**src/hw/rtl/atc_pkg.sv**
```systemverilog
// Shared widths, status codes and types for the table header checker.
// No dependencies.
package atc_pkg;

  localparam int unsigned DATA_W                = 32;
  localparam int unsigned BYTE_W                = 8;
  localparam int unsigned LANES                 = DATA_W / BYTE_W;
  localparam int unsigned LANE_IDX_W            = $clog2(LANES);
  localparam int unsigned LANE_CNT_W            = $clog2(LANES) + 1;
  localparam int unsigned STATUS_W              = 2;
  localparam int unsigned LEN_OUT_W             = 20;
  localparam int unsigned MIN_TABLE_LEN         = 36;
  localparam int unsigned LENGTH_LIMIT_LOG2_DEF = 20;

  typedef enum logic [STATUS_W-1:0] {
    STATUS_VALID        = 2'd0,
    STATUS_SIG_MISMATCH = 2'd1,
    STATUS_LEN_RANGE    = 2'd2,
    STATUS_CHECKSUM     = 2'd3
  } check_status_e;

  // Result of the lane merge
  typedef struct packed {
    logic [BYTE_W-1:0] sum;
    logic              zero;
  } merge_t;

endpackage

```
**src/hw/rtl/atc_sum_merge.sv**
```systemverilog
// Merge stage: adds the lane bytes to the running sum modulo 256.
// Depends on atc_pkg.
module atc_sum_merge import atc_pkg::*; (
  input  logic [BYTE_W-1:0]            base_i,
  input  logic [LANES-1:0][BYTE_W-1:0] lane_bytes_i,
  output merge_t                       merge_o
);

  logic [BYTE_W-1:0] pair_lo;
  logic [BYTE_W-1:0] pair_hi;
  logic [BYTE_W-1:0] total;

  // Sum the lanes as a small tree, wrapping at eight bits
  always_comb begin
    pair_lo = base_i + lane_bytes_i[0] + lane_bytes_i[1];
    pair_hi = lane_bytes_i[2] + lane_bytes_i[3];
    total   = pair_lo + pair_hi;
  end

  assign merge_o.sum  = total;
  assign merge_o.zero = (total == '0);

endmodule

```
**config.mk**
```make
export PLATFORM = sky130hd
export DESIGN_NAME = atc_sum_merge
export DESIGN_NICKNAME = d
export VERILOG_FILES = /design/src/hw/rtl/atc_pkg.sv /design/src/hw/rtl/atc_sum_merge.sv
export SDC_FILE = /design/constraint.sdc
export NUM_CORES = 1
export LEC_CHECK = 0
export BUFFER_PORTS_ARGS = -buffer_cell sky130_fd_sc_hd__buf_2
export CAP_MARGIN = 20
export CELL_PAD_IN_SITES_DETAIL_PLACEMENT = 0
export CELL_PAD_IN_SITES_GLOBAL_PLACEMENT = 1
export CORE_MARGIN = 2
export CORE_UTILIZATION = 36
export DETAILED_ROUTE_END_ITERATION = 16
export GPL_ROUTABILITY_DRIVEN = 0
export PLACE_DENSITY_LB_ADDON = 0.05
export SYNTH_ARGS = -nofsm -noshare
export SYNTH_HDL_FRONTEND = slang
export SYNTH_SLANG_ARGS = --single-unit
```
**constraint.sdc**
```tcl
create_clock -name vclk -period 12
set_input_delay 1.8 -clock vclk [all_inputs]
set_output_delay 1.8 -clock vclk [all_outputs]
set_load 0.02 [all_outputs]
```
# After elaboration in Yosys (flattened, before gate mapping)
# Cells that the tools add are included.
[word_totals] n_memories=0 in_bits=40 register_bits=0 ram_bits=0 latch_bits=0 out_inout_bits=9 mem_bits_ro=0
[classes] add_sub_neg=4 bitwise=0 shifts=0 div=0 reduce_logical=1 n_mux=0 magnitude_cmp=0 n_eq_ne=0 mul=0
[op_table] cell="8-bit adder" n=4
[op_table] cell="8-bit logical NOT" n=1

# Logic depth before layout (Yosys ltp)
[logic_depth] ltp_word=4 ltp_mapped=13

# Worst setup path before layout
# No wires, ideal clock.
[synth_path] path_type="input-to-output" startpoint="input port base_i[2]" endpoint="output port merge_o[0] (netlist bit)" t_arrival_ns=5.177 path_buffers=0 slack_ns=5.023 cell_stages=12 required_time_ns=10.200 path_cell_list="inv_1 > fa_1 > inv_1 > fa_1 > inv_1 > fa_1 > inv_1 > fa_1 > xor2_1 > or4_1 > or3_1 > nor3_2"
[synth_lines] element="from (decl)" line_no="atc_sum_merge.sv:4" text="input logic [BYTE_W-1:0] base_i,"
[synth_lines] element="to (decl)" line_no="atc_sum_merge.sv:6" text="output merge_t merge_o"

==> out/metrics.yaml <==
dr.pass1.iters: 4
worstSetupEndpointType: "output port"
min_period_ns: 7.03
seq_cell_count: 0
syn-instance-count: 105
drv_slew: 0
diodes: 0
critical_path_peak_fanout: 2
area_delta_synth_final_pct: 31.7
finalHoldViolCount: 0
most-common-layout-cells: "49 x buf_2, 48 x inv_1, 20 x fa_1"
die_w_um: 53.8
cts.repair.resized: 0
setup_violations: 0
grt.total_usage_pct: 9.67
max_cap_violations: 0
grt_pass1_wl_mm: 2.21
crit_chain: "buf_2 -> inv_1 -> fa_1 -> inv_1 -> fa_1 -> inv_1 -> fa_1 -> inv_1 -> fa_1 -> xor2_1 -> or4_1 -> or3_1 -> nor3_2 -> buf_2"
synth_top_cell_by_area: "fa_1"
worst-path-buf-inv: 6
cts_hold_buf: 0
holdWs_ns: 3.97
nNetsFinal: 224
p_int_mw: 0.0776
antenna_found_initial: 0
avgSynthCellArea_um2: 8.50
setup_tns_ns: 0
yosysWarnings: 0
mostFrequentLayoutCell: "buf_2"
place_area_um2: 1170
p_leak_nw: 0.740
cp.arrival_ns: 5.23
die_h_um: 53.8
p_switching_mw: 0.113
overflow: 0
period_share_pct: 58.6
seq_area_frac_synth_pct: 0
core_um2: 2410
max_slew.worst_pin.slew_ns: 0.237
synth.distinct_cells: 21
swShare_pct: 59.4
max_slew_margin_pct: 84.0
path_class: "in2out"
final_cell_area_um2: 1170
drt_wl_total_mm: 1.35
io_pins: 49
post-dp-hpwl_mm: 1.37
drive_gt1_share_pct: 33.8
ant_nets: 0
critPathLaunchType: "primary input"
ir_worst_vdd_uv: 140
n_fill_cell: 263
max_freq_mhz: 142
vias: 767
rsz0062_at_grt: "false"
power_frac_clock_pct: 0
cts_setup_buffers: 0
grt_max_degree: 6
register_area_um2: 0
vias_per_cell: 4.17
comb_power_share_pct: 100.0
dieArea_um2: 2890
rows: 18
slowest_delay_ns: 0.52
syn_area_um2: 892
synth.top_cells.by_area: "fa_1 45%, inv_1 20%, ha_1 11%"
pwr_density_cell_nw_per_um2: 163
synth_nets: 173
drt_iter0_markers: 5
crit_slowest_cell: "fa_1"
wl_per_cell_um: 7.35
status: "completed"
remaining_drc_errors: 0
p_seq_share_pct: 0
min_path_type: "in2out"
required_ns: 10.20
start_util_pct: 37.0
io_buffer_count: 49
cpLargestDelayFamily: "adder cells"
synth_top_area_share_pct: 44.9
grt_pass1_vias: 641
nClkBuffers: 0
## Yosys cell counts
| library cell | count |
|---|---|
| inv_1 | 48 |
| fa_1 | 20 |
| xnor2_1 | 9 |
| ha_1 | 8 |
| a21oi_1 | 2 |
| nand2_1 | 2 |
| xor2_1 | 2 |
| a211o_1 | 1 |
| a21boi_0 | 1 |
| a21o_1 | 1 |
| a21oi_2 | 1 |
| a311o_1 | 1 |
| and3_1 | 1 |
| inv_2 | 1 |
| nand3_1 | 1 |
| nor3_1 | 1 |
| nor3_2 | 1 |
| nor4_1 | 1 |
| o21ai_0 | 1 |
| or3_1 | 1 |
| or4_1 | 1 |
## kinds of logic (layout without fill, tap and decap cells)
| group | Yosys count | after routing | share of synthesized area [%] |
|---|---|---|---|
| buffers and inverters | 49 | 98 | 20.6 |
| and+or+nand+nor | 9 | 9 | 6.03 |
| xor gates and xnor gates | 11 | 11 | 10.8 |
| AOI/OAI and AO/OA | 8 | 8 | 6.45 |
| adders and majority gates | 28 | 28 | 56.1 |
## per-stage QoR
stage / total power, mW / worst slack (ns) / std cells / util (%)
after detailed placement: 0.194 / 4.96 / 184 / 48.8
final: 0.191 / 4.97 / 184 / 48.8
after CTS: 0.195 / 4.94 / 184 / 48.8
after floorplan: 0.146 / 5.02 / 105 / -
after global placement: 0.195 / 4.97 / 184 / 48.8
after global routing: 0.216 / 4.80 / 184 / 48.8
## power groups by stage
| stage | Clock [mW] | Combinational [mW] | Sequential (mW) |
|---|---|---|---|
| floorplan | 0 | 0.146 | 0 |
| global placement | 0 | 0.195 | 0 |
| detailed placement | 0 | 0.194 | 0 |
| CTS | 0 | 0.195 | 0 |
| global route | 0 | 0.216 | 0 |
| finish | 0 | 0.191 | 0 |
## worst paths after layout
| check | from | endpoint | slack, ns | depth (start not counted) |
|---|---|---|---|---|
| worst min-delay path | lane_bytes_i[24] | merge_o[1] | 3.97 | 3 |
| worst max-delay path | base_i[2] | merge_o[0] | 4.97 | 14 |
## routing by layer
metal	vias to the layer above	share of wire (%)	track usage [%]
met1	347	35	11.5
li1	393	-	-
met4	0	0	0
met2	27	56	20.1
met5	-	0	0
met3	0	8.1	0
## area by class of cell
| type | instances | area, um^2 | share of cell area [%] |
|---|---|---|---|
| Multi-Input combinational cell | 56 | 708 | 60.3 |
| Timing Repair Buffer | 49 | 245 | 20.9 |
| Inverter | 49 | 184 | 15.7 |
| Tap cell | 30 | 37.5 | 3.19 |
(Power assumes the default switching activity.)
